$ cat src/rtl/etd_pkg.sv
// Package with the constants, types and commands of the elliptic transient detector.
`timescale 1ns / 1ps
package etd_pkg;

  localparam int AVG_LEN     = 32;
  localparam int AVG_LOG2    = $clog2(AVG_LEN);
  localparam int SAMPLE_BITS = 16;
  localparam int POS_W       = AVG_LOG2;
  localparam int TOTAL_W     = SAMPLE_BITS + AVG_LOG2;
  localparam int DEV_W       = SAMPLE_BITS + 1;
  localparam int MAG_W       = SAMPLE_BITS;
  localparam int SQ_W        = 2 * MAG_W;
  localparam int WEIGHT_W    = 32;
  localparam int PROD_W      = SQ_W + WEIGHT_W;
  localparam int CNT_W       = $clog2(AVG_LEN + 1);
  localparam int CFG_IDX_W   = 1;

  localparam logic [PROD_W-1:0]   TEST_LIMIT   = PROD_W'(1) << 24;
  localparam logic [WEIGHT_W-1:0] WEIGHT_RESET = WEIGHT_W'(65536);

  localparam logic [CFG_IDX_W-1:0] REG_VO_WEIGHT = 1'b0;
  localparam logic [CFG_IDX_W-1:0] REG_IO_WEIGHT = 1'b1;

  typedef enum logic [2:0] {
    ST_IDLE,
    ST_TOT,
    ST_DEV,
    ST_SQ,
    ST_MUL,
    ST_FIN
  } etd_state_t;

  typedef struct packed {
    logic capture;
    logic tot;
    logic dev;
    logic sq;
    logic mul;
    logic fin;
  } etd_cmd_t;

endpackage

$ cat src/rtl/etd_ctrl.sv
// Controller state machine that sequences one item through the detector datapath.
`timescale 1ns / 1ps
module etd_ctrl import etd_pkg::*; (
  input  logic     clk,
  input  logic     rst_n,
  input  logic     in_valid,
  output logic     in_ready,
  output logic     out_valid,
  input  logic     out_ready,
  output etd_cmd_t cmd
);

  etd_state_t state_r, state_nxt;
  logic       out_valid_r, out_valid_nxt;

  always_ff @(posedge clk) begin
    if (!rst_n) begin
      state_r     <= ST_IDLE;
      out_valid_r <= 1'b0;
    end else begin
      state_r     <= state_nxt;
      out_valid_r <= out_valid_nxt;
    end
  end

  always_comb begin
    state_nxt     = state_r;
    out_valid_nxt = out_valid_r & ~out_ready;
    cmd           = '0;
    in_ready      = 1'b0;
    unique case (state_r)
      ST_IDLE: begin
        in_ready = 1'b1;
        if (in_valid) begin
          cmd.capture = 1'b1;
          state_nxt   = ST_TOT;
        end
      end
      ST_TOT: begin
        cmd.tot   = 1'b1;
        state_nxt = ST_DEV;
      end
      ST_DEV: begin
        cmd.dev   = 1'b1;
        state_nxt = ST_SQ;
      end
      ST_SQ: begin
        cmd.sq    = 1'b1;
        state_nxt = ST_MUL;
      end
      ST_MUL: begin
        cmd.mul   = 1'b1;
        state_nxt = ST_FIN;
      end
      ST_FIN: begin
        if (!out_valid_r || out_ready) begin
          cmd.fin       = 1'b1;
          out_valid_nxt = 1'b1;
          state_nxt     = ST_IDLE;
        end
      end
      default: state_nxt = ST_IDLE;
    endcase
  end

  assign out_valid = out_valid_r;

endmodule

$ cat config.mk
export PLATFORM = sky130hd
export DESIGN_NAME = etd_ctrl
export DESIGN_NICKNAME = d
export VERILOG_FILES = /design/src/rtl/etd_pkg.sv /design/src/rtl/etd_ctrl.sv
export SDC_FILE = /design/constraint.sdc
export NUM_CORES = 1
export LEC_CHECK = 0
export ABC_CLOCK_PERIOD_IN_PS = 1200
export BUFFER_PORTS_ARGS = -buffer_cell sky130_fd_sc_hd__buf_2
export CAP_MARGIN = 10
export CORE_AREA = 2 2 39 41
export CTS_CLUSTER_SIZE = 8
export DETAILED_ROUTE_END_ITERATION = 8
export DIE_AREA = 0 0 41 43
export GPL_TIMING_DRIVEN = 0
export MAX_ROUTING_LAYER = met4
export PLACE_DENSITY = 0.4
export SYNTH_ARGS = -nofsm -noshare
export SYNTH_HDL_FRONTEND = slang
export SYNTH_SLANG_ARGS = --single-unit
export TNS_END_PERCENT = 50
$ cat constraint.sdc
create_clock -name clk -period 1.2 [get_ports clk]
set_input_delay 0.12 -clock clk [delete_from_list [all_inputs] [get_ports clk]]
set_output_delay 0.12 -clock clk [all_outputs]
set_load 0.005 [all_outputs]
Yosys cells after proc, flatten, opt, wreduce, memory -nomap -nowiden --
Index checks and enable logic that the tools add are counted.
Operators by class: bitwise operators 2, reductions and logical operators 4, multiplexer cells 14, equality and inequality tests 7
Operators by type and width (count):
- $pmux W3 S6 | 1
- $mux W1 | 11
- $eq A3 B2 Y1 const B | 2
- $eq A3 B3 Y1 const B | 2
- $mux W3 | 2
- $ne A2 B2 Y1 const B | 2
- $eq A3 B1 Y1 const B | 1
- $logic_not A3 Y1 | 1
- $reduce_and A2 Y1 | 1
- $and A1 B1 Y1 | 1
- $logic_not A1 Y1 | 1
- $logic_or A1 B1 Y1 | 1
- $not A1 Y1 | 1
Word-level totals: input port bits 4, flip-flop bits (word level) 4, output and inout bits 8

Depth between registers and ports, before layout --
Gate-level depths: netlist (run 1).
depth in word-level cells 4, depth in mapped cells 4

Least setup slack after synthesis (run 1) --
OpenSTA, ideal clock, no wires.
kind register to output, start point register state_r[2], end point output port cmd[5] in the netlist's numbering, setup slack 0.306 ns, stages on the path, launching flop included 4, path buffers 1, arrival 0.774 ns, cells stage by stage dfxtp_1 buf_6 nor3_2 and2_1
RTL lines:
- start, declared | line etd_ctrl.sv:13 | etd_state_t state_r, state_nxt;
- start signal, assigned | line etd_ctrl.sv:21 | state_r <= state_nxt;
- end, declared | line etd_ctrl.sv:10 | output etd_cmd_t cmd

==> results summary, run 1 <==
The run finished with clean final reports. CTS placed an instance of sky130_fd_sc_hd__clkbuf_4 at the clock tree root. After synthesis, the most frequently instantiated cells are 4 x sky130_fd_sc_hd__dfxtp_1, 3 x sky130_fd_sc_hd__nor2_1, 2 x sky130_fd_sc_hd__buf_4, 2 x sky130_fd_sc_hd__nand2_1, 2 x sky130_fd_sc_hd__nor3b_1. The clock tree from TritonCTS is done. The synthesized netlist net count came out at 31.

The design draws 0.4862 mW. The remaining antenna violation count came out at 0. The tree built by TritonCTS fans out to 4 sinks. Setup repair after global routing could not meet its margin everywhere. The start-to-end type of the worst setup path is reg -> out. The total instance count after detailed placement came out at 54. The number of antenna violations at the first check in global routing is 0. The number of cells produced by synthesis is 27.

For this design, the slowest cell found on the critical path is sky130_fd_sc_hd__dfxtp_1. The count of yosys warnings during synthesis came out at 0. The total of buffers placed on input and output ports came out at 11. The area growth from synthesis to layout came out at 45.50%. The worst setup path is launched from a flip-flop.

For the worst-skew pair, the clock arrives at the later sink with an insertion delay of 0.23 ns. The count of final hold-check violations is 0. For this run, the detailed router's first-pass iteration total came to 3. In the global route stage, overall resource usage came out at 0.08660. The share of synthesized area occupied by flip-flops and latches is 0.3200. The count of maximum capacitance violations came out at 0. The H-tree depth is 1. The delay of the slowest cell on the worst path is 0.30 ns. The endpoint arrival time on the critical path came out at 1.06 ns.

The path class of the tightest hold or removal check is in -> reg. Traced cell by cell, the critical path runs through buf_6 > nor3_4 > and2_1 > buf_2. The via total after detailed routing is 225. The post-route DRC violation count came out at 0. The die height is 43 um.

The area share of the largest cell type after synthesis came out at 0.3200. The mean instance size in the synthesized netlist is 9.268 sq um. The area of the placeable core came out at 1384 sq um. The maximum clock frequency came out at 845.7 MHz. The post-synthesis async set-or-reset flop share is 0. The average wire length per cell after detail routing is 10.19 um. The final worst-path cycle share is 0.9854. The flop and latch count out of synthesis came out at 4. The analysis attributes to cell leakage a power of 0.1727 nW. During I/O placement, the number of pins put on the boundary was 12.

At the end of routability-driven placement, the weighted congestion stood at 0.6840. The number of placement rows is 14. The endpoint kind of the worst setup timing path is a primary output. In the post-synthesis netlist, the biggest area contributors are sky130_fd_sc_hd__dfxtp_1 32%, sky130_fd_sc_hd__buf_4 6.0%, sky130_fd_sc_hd__nor3b_1 6.0%, sky130_fd_sc_hd__nand2b_4 5.5%, sky130_fd_sc_hd__nor3b_2 5.0%.

The largest fanout of any net on the critical path came out at 8. The starting density of the core is 0.1808. In this run, the number of DRC markers left after iteration 0 of detailed routing was 1. Clock skew on the completed layout was measured at 0.001294 ns. At the worst endpoint, the required time is 1.08 ns. The worst-case vdd ir drop is 0.5282 mV. The clock edge transition at the registers on the reported setup and hold paths is 0.04 ns. In this run the tightest slew margin relative to its limit is 0.8737. For this run, the leading register cell type out of synthesis is sky130_fd_sc_hd__dfxtp_1.

The cell with the most instances after synthesis is sky130_fd_sc_hd__dfxtp_1. The pin count of the biggest net entering global routing came out at 11. The power density of the placed cells is 1335 nW/um^2. Hold timing on the final database bottoms out at a slack of 0.1460 ns.

The first global-routing pass estimated 972 um of wire. The routed design has 581 um of wire. Summing every instance area after synthesis gives 250.2 sq um. The floorplan step defined a die boundary enclosing 1763 sq um. The count of flip-flops with a built-in enable after synthesis is 0. The share of post-route cells with drive strength above 1 came out at 0.5610.

Setup violations remaining at the end of the flow were counted as 0. The post-route minimum period is 1.182 ns. The number of nets in the final layout is 47. At the pin with the least slew margin, the transition time is 0.1894 ns. In this run the deepest clock path goes through 2 buffers. Excluding fillers, the count of instances in the completed layout stands at 57. The number of library cell types mapped by synthesis came out at 19. In the routed layout, each cell is associated on average with a via count of 3.947. The number of antenna cells inserted is 0.

The number of max-slew violations in the final report was 0. The number of global-route vias before repair is 215. The number of clock buffers inserted by TritonCTS is 3.

sky130_fd_sc_hd__dfxtp_1 takes more of the synthesized area than any other cell. The total global routing overflow is 0. From left edge to right edge, the die measures 41 um.
path summary, 6_finish.rpt:
path                            startpoint         end  slack [ns]  depth (start not counted)
worst min register to register  state_r[2]  state_r[1]        0.55                          2
worst max-delay path            state_r[0]      cmd[5]        0.02                          4
worst max register to register  state_r[0]  state_r[0]        0.19                          4
worst min-delay path                 rst_n  state_r[2]        0.15                          2
cell usage in the layout (no fill, tap or decap), types with 2 or more instances in the layout:
cell type / instances
sky130_fd_sc_hd__buf_2: 11
sky130_fd_sc_hd__buf_6: 2
sky130_fd_sc_hd__nor3b_2: 2
sky130_fd_sc_hd__dfxtp_1: 3
sky130_fd_sc_hd__nor2_1: 3
sky130_fd_sc_hd__nand2_1: 2
sky130_fd_sc_hd__clkbuf_4: 3
final cells by class:
| class | count | area [sq um] |
|---|---|---|
| Buffer | 2 | 22.52 |
| Clock buffer | 3 | 22.52 |
| Fill cell | 158 | 1020 |
| Multi-Input combinational cell | 20 | 155.1 |
| Sequential cell | 4 | 81.33 |
| Tap cell | 16 | 20.02 |
| Timing Repair Buffer | 12 | 62.56 |
kinds of logic (layout without fill, tap and decap cells):
| logic type | after synthesis | in the layout | share of synthesized area |
|---|---|---|---|
| and+or+nand+nor | 15 | 15 | 0.4100 |
| buffers and inverters | 3 | 17 | 0.1050 |
| DFF | 4 | 4 | 0.3200 |
| AOI/OAI and AO/OA | 4 | 4 | 0.1300 |
| xor gates and xnor gates | 1 | 1 | 0.03501 |
worst max-delay path: cells and delay by family, from the launching register on:
family | cells | cell delay [ns]
and+or+nand+nor | 2 | 0.30
buffers and inverters | 2 | 0.23
DFF | 1 | 0.30
repair_timing:
action / in CTS / in global routing
gates resized for setup: 3 / 1
setup endpoints to repair: 2 / 4
pin swaps: 2 / 1
setup buffers: 0 / 1
hold buffers: 0 / 0
flip-flops by register name, summed over array words and instances (netlist names):
name	flops
state_r	3
out_valid	1
power breakdown:
group | internal, mW | switching [mW] | total, mW
Combinational | 0.0919 | 0.0617 | 0.154
Sequential | 0.148 | 0.0197 | 0.168
Clock | 0.112 | 0.0533 | 0.165
metrics by stage:
step / utilization / setup WS [ns] / setup TNS [ns] / instance area, sq um
4_1_cts: 0.2541 / -0.009248 / -0.009248 / 351.6
5_1_grt: 0.2631 / -0.03378 / -0.04984 / 364.1
3_3_place_gp: 0.2351 / 0.2463 / 0 / 325.3
2_1_floorplan: - / 0.3059 / 0 / 250.2
3_5_place_dp: 0.2351 / 0.2120 / 0 / 325.3
6_report: 0.2631 / 0.01754 / 0 / 364.1
layer usage:
| layer | part of all wire | routed length (um) | GRT usage |
|---|---|---|---|
| met2 | 0.48 | 277 | 0.1000 |
| met3 | 0.077 | 45 | 0.04712 |
| met1 | 0.44 | 257 | 0.1100 |
| met5 | 0 | 0 | - |
| met4 | 0 | 0 | 0.06000 |
Note: power is estimated with default switching activity, not from simulation.
==> run 2, diff against run 1 <==
--- a/config.mk
+++ b/config.mk
@@ -5,7 +5,7 @@
 export SDC_FILE = /design/constraint.sdc
 export NUM_CORES = 1
 export LEC_CHECK = 0
-export ABC_CLOCK_PERIOD_IN_PS = 1200
+export ABC_CLOCK_PERIOD_IN_PS = 1250
 export BUFFER_PORTS_ARGS = -buffer_cell sky130_fd_sc_hd__buf_2
 export CAP_MARGIN = 10
 export CORE_AREA = 2 2 39 41
==> constraint.sdc (replaced) <==
create_clock -name clk -period 1.25 [get_ports clk]
set_input_delay 0.125 -clock clk [delete_from_list [all_inputs] [get_ports clk]]
set_output_delay 0.125 -clock clk [all_outputs]
set_load 0.005 [all_outputs]
==> results summary, run 2 (synthesis results as in run 1) <==
The flow ran to the end, and the final reports show no timing, DRC or antenna violations. The clock sink total is 4. The register-to-register path setup slack is 0.33 ns. The most common cell after layout, fill and taps aside is sky130_fd_sc_hd__buf_2. The kind of cell with the highest combined delay along the critical path is simple AND/OR/NAND/NOR gates. STA classifies the critical path startpoint as a flip-flop. The number of antenna violations at the first check in global routing is 0. The largest fanout of any net on the critical path came out at 10. The total of buffers placed on input and output ports came out at 11. The via total after detailed routing is 226. Row generation in the floorplan step produced 14 rows. The number of nets in the final layout is 46. The data required time of the critical path is 1.12 ns. The power density of the placed cells came out at 1293 nW/um^2.

The total power is 0.4611 mW. The count of final hold-check violations is 0. The die height is 43 um. The signal on the critical path passes through buf_6 > nor3_4 > and2_1 > buf_2.

The slowest stage of the critical path is the sky130_fd_sc_hd__dfxtp_1 cell. In this run the critical register-to-register path is captured at state_r[2]. The final layout contains routed wiring with a total length of 567 um.

TritonCTS built the clock tree. The worst-case vdd ir drop came out at 0.5203 mV. Of the cells placed in the final design, the portion with a size suffix greater than 1 is 0.5500. The number of clock buffers inserted by TritonCTS is 3.

Summing all flip-flop and latch instances after layout gives 81.33 sq um. The total negative slack for setup checks is 0 ns. The worst hold path begins at rst_n. The die covers 1763 sq um. Setup violations remaining at the end of the flow were counted as 0. The register with the most flip-flops in the layout has 3 of them. Setup repair after global routing left no endpoint under its margin. The chip width is 41 um. The maximum clock skew at final layout is 0.001780 ns. The routability congestion estimate from global placement came out at 0.6840. The terminating pin of the worst hold path is state_r[2]. The critical path is of the reg -> out type.

The buffers inserted during post-CTS setup optimization is 0. On the worst path, the slowest cell contributes a delay of 0.30 ns. The remaining max-slew budget at the tightest pin is 0.8718.

The clock edge transition at the registers on the reported setup and hold paths is 0.04 ns. Using the TritonRoute via totals, the vias-per-cell ratio works out to 4.036. The buffer depth of the longest clock path came out at 2. The worst setup path is captured at a primary output. The endpoint arrival time on the critical path came out at 1.07 ns.

The average wire length per cell after detail routing is 10.13 um. The count of nets left with antenna violations once routing finished came out at 0. 12 I/O pins were placed. 0 antenna diodes ended up in the layout. The tightest min-delay check is of the in -> reg type. The first-pass GRT wire length came out at 959 um.

After filler insertion, the fill cell instance count of the layout stands at 158. The number of buffers and inverters on the critical path is 2. The area growth from synthesis to layout is 42.50%. Static timing analysis puts the maximum clock frequency at 833.6 MHz. The worst-skew pair later-pin latency came out at 0.23 ns. The transition time at the pin with the least slew margin is 0.1924 ns. The H-tree depth came out at 1. In this run the static leakage power is 0.1675 nW. In the global route stage, overall resource usage came out at 0.08557. The number of max-slew violations in the final report was 0. The DRC violation total after the first TritonRoute iteration came out at 2. Entering global routing, the biggest net connects 11 pins. The pre-antenna-repair detailed-routing pass consisted of 2 iterations. The post-route DRC violation count is 0.

The top cell types in the final layout, fill and taps aside, are 11 x sky130_fd_sc_hd__buf_2, 3 x sky130_fd_sc_hd__nor2_1, 3 x sky130_fd_sc_hd__clkbuf_4, 3 x sky130_fd_sc_hd__dfxtp_1. The total global routing overflow came out at 0. Across the run, the number of max-cap violations was 0.

The final worst-path cycle share came out at 0.9596. The area of the placeable core came out at 1384 sq um. Counting flops per register, the top entry is state_r. The post-route minimum period is 1.200 ns. The clock tree root driver cell is sky130_fd_sc_hd__clkbuf_4. The area occupied by multi-input gates is 155.1 sq um. The starting density of the core is 0.1808. After clock tree synthesis, the flow added hold-fix buffers numbering 0. The number of cell instances on the worst register-to-register path came out at 3. The number of global-route vias before repair came out at 227. In this run the critical register-to-register path is launched from state_r[1]. The hold-critical path depth is 2.
run 2: worst max path at each step:
stage	start	end	slack, ns	depth (start not counted)
floorplan	state_r[2]	cmd[5]	0.35	3
detailed placement	state_r[0]	cmd[5]	0.26	4
CTS	state_r[0]	cmd[5]	0.007	4
finish	state_r[0]	cmd[5]	0.05	4
global placement	state_r[0]	cmd[5]	0.29	4
global route	state_r[0]	cmd[5]	0.002	4
run 2: worst reg2reg max path: cells and delay by family (launching register included):
kind	cells	cell delay, ns
simple gates	1	0.18
compound gates	2	0.21
flops	1	0.42
run 2: metrics by stage:
step | instance area, sq um | std cells | hold WS (ns) | setup WS, ns | util
global placement | 325.3 | 54 | 0.3768 | 0.2913 | 0.2351
finish | 356.6 | 56 | 0.1495 | 0.05044 | 0.2577
CTS | 354.1 | 57 | 0.1444 | 0.006990 | 0.2559
floorplan | 250.2 | 27 | 0.2425 | 0.3509 | -
global route | 356.6 | 56 | 0.1693 | 0.001683 | 0.2577
detailed placement | 325.3 | 54 | 0.3834 | 0.2570 | 0.2351
run 2: repair_timing:
item                       4_1_cts  5_1_grt
pin swaps                        0        2
resized for setup                1        3
setup endpoints to repair        1        4
run 2: cell type report:
cell class / count / area share
plain buffers: 2 / 0.06316
clock buffers: 3 / 0.06316
multi-input cells: 20 / 0.4351
flip-flops and latches: 4 / 0.2281
well taps: 16 / 0.05614
repair buffers: 11 / 0.1544
run 2: report_power, final:
part	leakage (nW)	internal [mW]	switching, mW
sequential	0.0330	0.142	0.0192
combinational	0.121	0.0826	0.0575
clock	0.0138	0.107	0.0524
total	0.168	0.332	0.129
run 2: routing by layer:
metal  global-route usage  routed length (um)
met5                    -                   0
met4              0.06000                   0
met3              0.04712                  49
met2               0.1031                 252
met1               0.1036                 264
==> run 3, diff against run 2 <==
--- a/config.mk
+++ b/config.mk
@@ -15,6 +15,7 @@
 export GPL_TIMING_DRIVEN = 0
 export MAX_ROUTING_LAYER = met4
 export PLACE_DENSITY = 0.4
+export SETUP_SLACK_MARGIN = 0.5
 export SYNTH_ARGS = -nofsm -noshare
 export SYNTH_HDL_FRONTEND = slang
 export SYNTH_SLANG_ARGS = --single-unit
==> results summary, run 3 (synthesis results as in run 1) <==
Hold repair after CTS inserted 0 buffers. The clock edge transition at the registers on the reported setup and hold paths is 0.04 ns. The half-perimeter wire length after placement is 389.3 um. At the placement stage, the worst setup path has a slack of 0.2901 ns.

The startpoint type of the worst setup path is a flip-flop. The area growth from synthesis to layout is 65.00%. The number of nets in the final layout is 52. The flow ran to the end, and the final reports show no timing, DRC or antenna violations. The DRC violation total after the first TritonRoute iteration came out at 2.

Summing all flip-flop and latch instances after layout gives 81.33 sq um. The area of the placeable core came out at 1384 sq um. The pin count of the biggest net entering global routing is 9.

The H-tree depth is 1. The slowest stage of the critical path belongs to the cell sky130_fd_sc_hd__dfxtp_1. The post-route worst setup slack came out at 0.06613 ns. The die covers 1763 sq um. The worst-case vdd ir drop came out at 0.2257 mV.

The largest fanout of any net on the critical path is 8. The critical path in this run is classified as reg -> out. The aggregate global-route resource usage came out at 0.07708.

The final-layout fill cell count came out at 166. The clock sink total came out at 4. At the worst endpoint, the required time is 1.12 ns. The total of buffers placed on input and output ports is 11. The number of antenna cells inserted is 0. In this run the static leakage power is 0.1981 nW. After floorplanning, the core was divided into 14 placement rows. The final non-filler cell area is 412.9 sq um. The routability congestion estimate from global placement came out at 0.5801. The transition time at the pin with the least slew margin came out at 0.1699 ns. The number of buffers and inverters on the critical path is 2. The average wire length per cell after detail routing is 9.548 um. The maximum clock frequency is 844.7 MHz. The total placed instance area is 339.1 sq um.

In this design, the stage delay of the slowest critical-path cell is 0.30 ns. The total overflow left after global routing is 0. The clock arrives with 0.004074 ns of skew. In this run the vertical extent of the chip is 43 um. The count of final hold-check violations is 0. The final wirelength came out at 592 um. The post-route DRC violation count came out at 0.

The number of antenna violations at the first check in global routing came out at 0. The most common cell after layout, fill and taps aside is sky130_fd_sc_hd__buf_2. The power density of the placed cells came out at 1201 nW/um^2.

The number of max-slew violations in the final report came to 0. In the layout the commonest cells are 11 x sky130_fd_sc_hd__buf_2, 5 x sky130_fd_sc_hd__buf_4. Counting I/O delays and the setup requirement, the final critical path takes 1.184 ns. Setup repair after global routing could not meet its margin everywhere. The number of iterations in the first detailed-routing pass is 2. The remaining max-slew budget at the tightest pin is 0.8859. The register with the most flip-flops in the final layout is state_r. The worst setup path is captured at a primary output. Setup violations remaining at the end of the flow were counted as 0. Walking the worst path, the cells encountered are buf_6 > nor3_4 > and2_1 > buf_2. The total negative slack for setup checks came out at 0 ns.

The tree is rooted in a sky130_fd_sc_hd__clkbuf_4. The register with the most flip-flops in the layout has 3 of them. The count of maximum capacitance violations came out at 0. After detailed routing, the number of vias per cell comes to 4.032. Once detail routing completed, the nets flagged for antenna violations numbered 0. The buffer depth of the longest clock path came out at 2. The number of clock buffers inserted by TritonCTS is 3. The first-pass GRT wire length is 910 um.

The worst-skew pair later-pin latency came out at 0.23 ns. The area occupied by multi-input gates is 162.7 sq um. The chip width is 41 um. The final worst-path cycle share came out at 0.9471.

The total power is 0.4960 mW. Of the cells placed in the final design, the portion with a size suffix greater than 1 is 0.6739. In this design, the largest share of critical-path delay is due to simple AND/OR/NAND/NOR gates. The starting density of the core is 0.1808. The via total after detailed routing is 250. The endpoint arrival time on the critical path is 1.06 ns.

The number of global-route vias before repair came out at 239. The total I/O pin count is 12. TritonCTS built the clock tree. The path class of the tightest hold or removal check is in -> reg.
## run 3: cell types whose count changed in the layout (fill, tap and decap cells not counted), sizes merged
cell  change
buf       +6
## run 3: what timing repair did
item                       in CTS  in global routing
setup endpoints to repair      12                 12
pin swaps                       3                  0
buffers inserted                4                  1
gates resized for setup         2                  2
## run 3: metrics by stage
stage | cells | hold WS [ns] | util
after global placement | 54 | 0.3759 | 0.2450
after floorplan | 27 | 0.2425 | -
final | 62 | 0.1526 | 0.2984
after detailed placement | 54 | 0.3902 | 0.2450
after CTS | 61 | 0.1514 | 0.2893
after global routing | 62 | 0.1572 | 0.2984
## run 3: power breakdown
part	internal (mW)	leakage, nW	switching, mW
clock	0.107	0.0138	0.0474
combinational	0.114	0.151	0.0803
sequential	0.142	0.0330	0.00568
total	0.363	0.198	0.133
## run 3: worst register-to-register path, cell delays in order (launching register included)
cell	delay (ns)
sky130_fd_sc_hd__dfxtp_1	0.30
sky130_fd_sc_hd__buf_6	0.13
sky130_fd_sc_hd__buf_4	0.14
sky130_fd_sc_hd__o31ai_2	0.19
sky130_fd_sc_hd__and3_1	0.16
## run 3: final cells by class
type / instances / share of cell area
multi-input cells: 20 / 0.3939
repair buffers: 16 / 0.2242
flip-flops and latches: 4 / 0.1970
plain buffers: 3 / 0.08182
clock buffers: 3 / 0.05455
well taps: 16 / 0.04848
## run 3: worst paths after layout
| check | startpoint | end | slack (ns) | cells past startpoint |
|---|---|---|---|---|
| hold reg to reg | out_valid | out_valid | 0.55 | 2 |
| setup / recovery | state_r[0] | cmd[5] | 0.07 | 4 |
| hold / removal | rst_n | state_r[2] | 0.15 | 2 |
| setup reg to reg | state_r[0] | state_r[0] | 0.27 | 4 |
## run 3: per-layer routing
metal  up-vias  global-route usage  part of all wire
met1       116             0.08974              0.43
met3         0             0.01571             0.037
met5         -                   -                 0
li1        129                   -                 -
met2         5              0.1188              0.54
met4         0             0.04000                 0
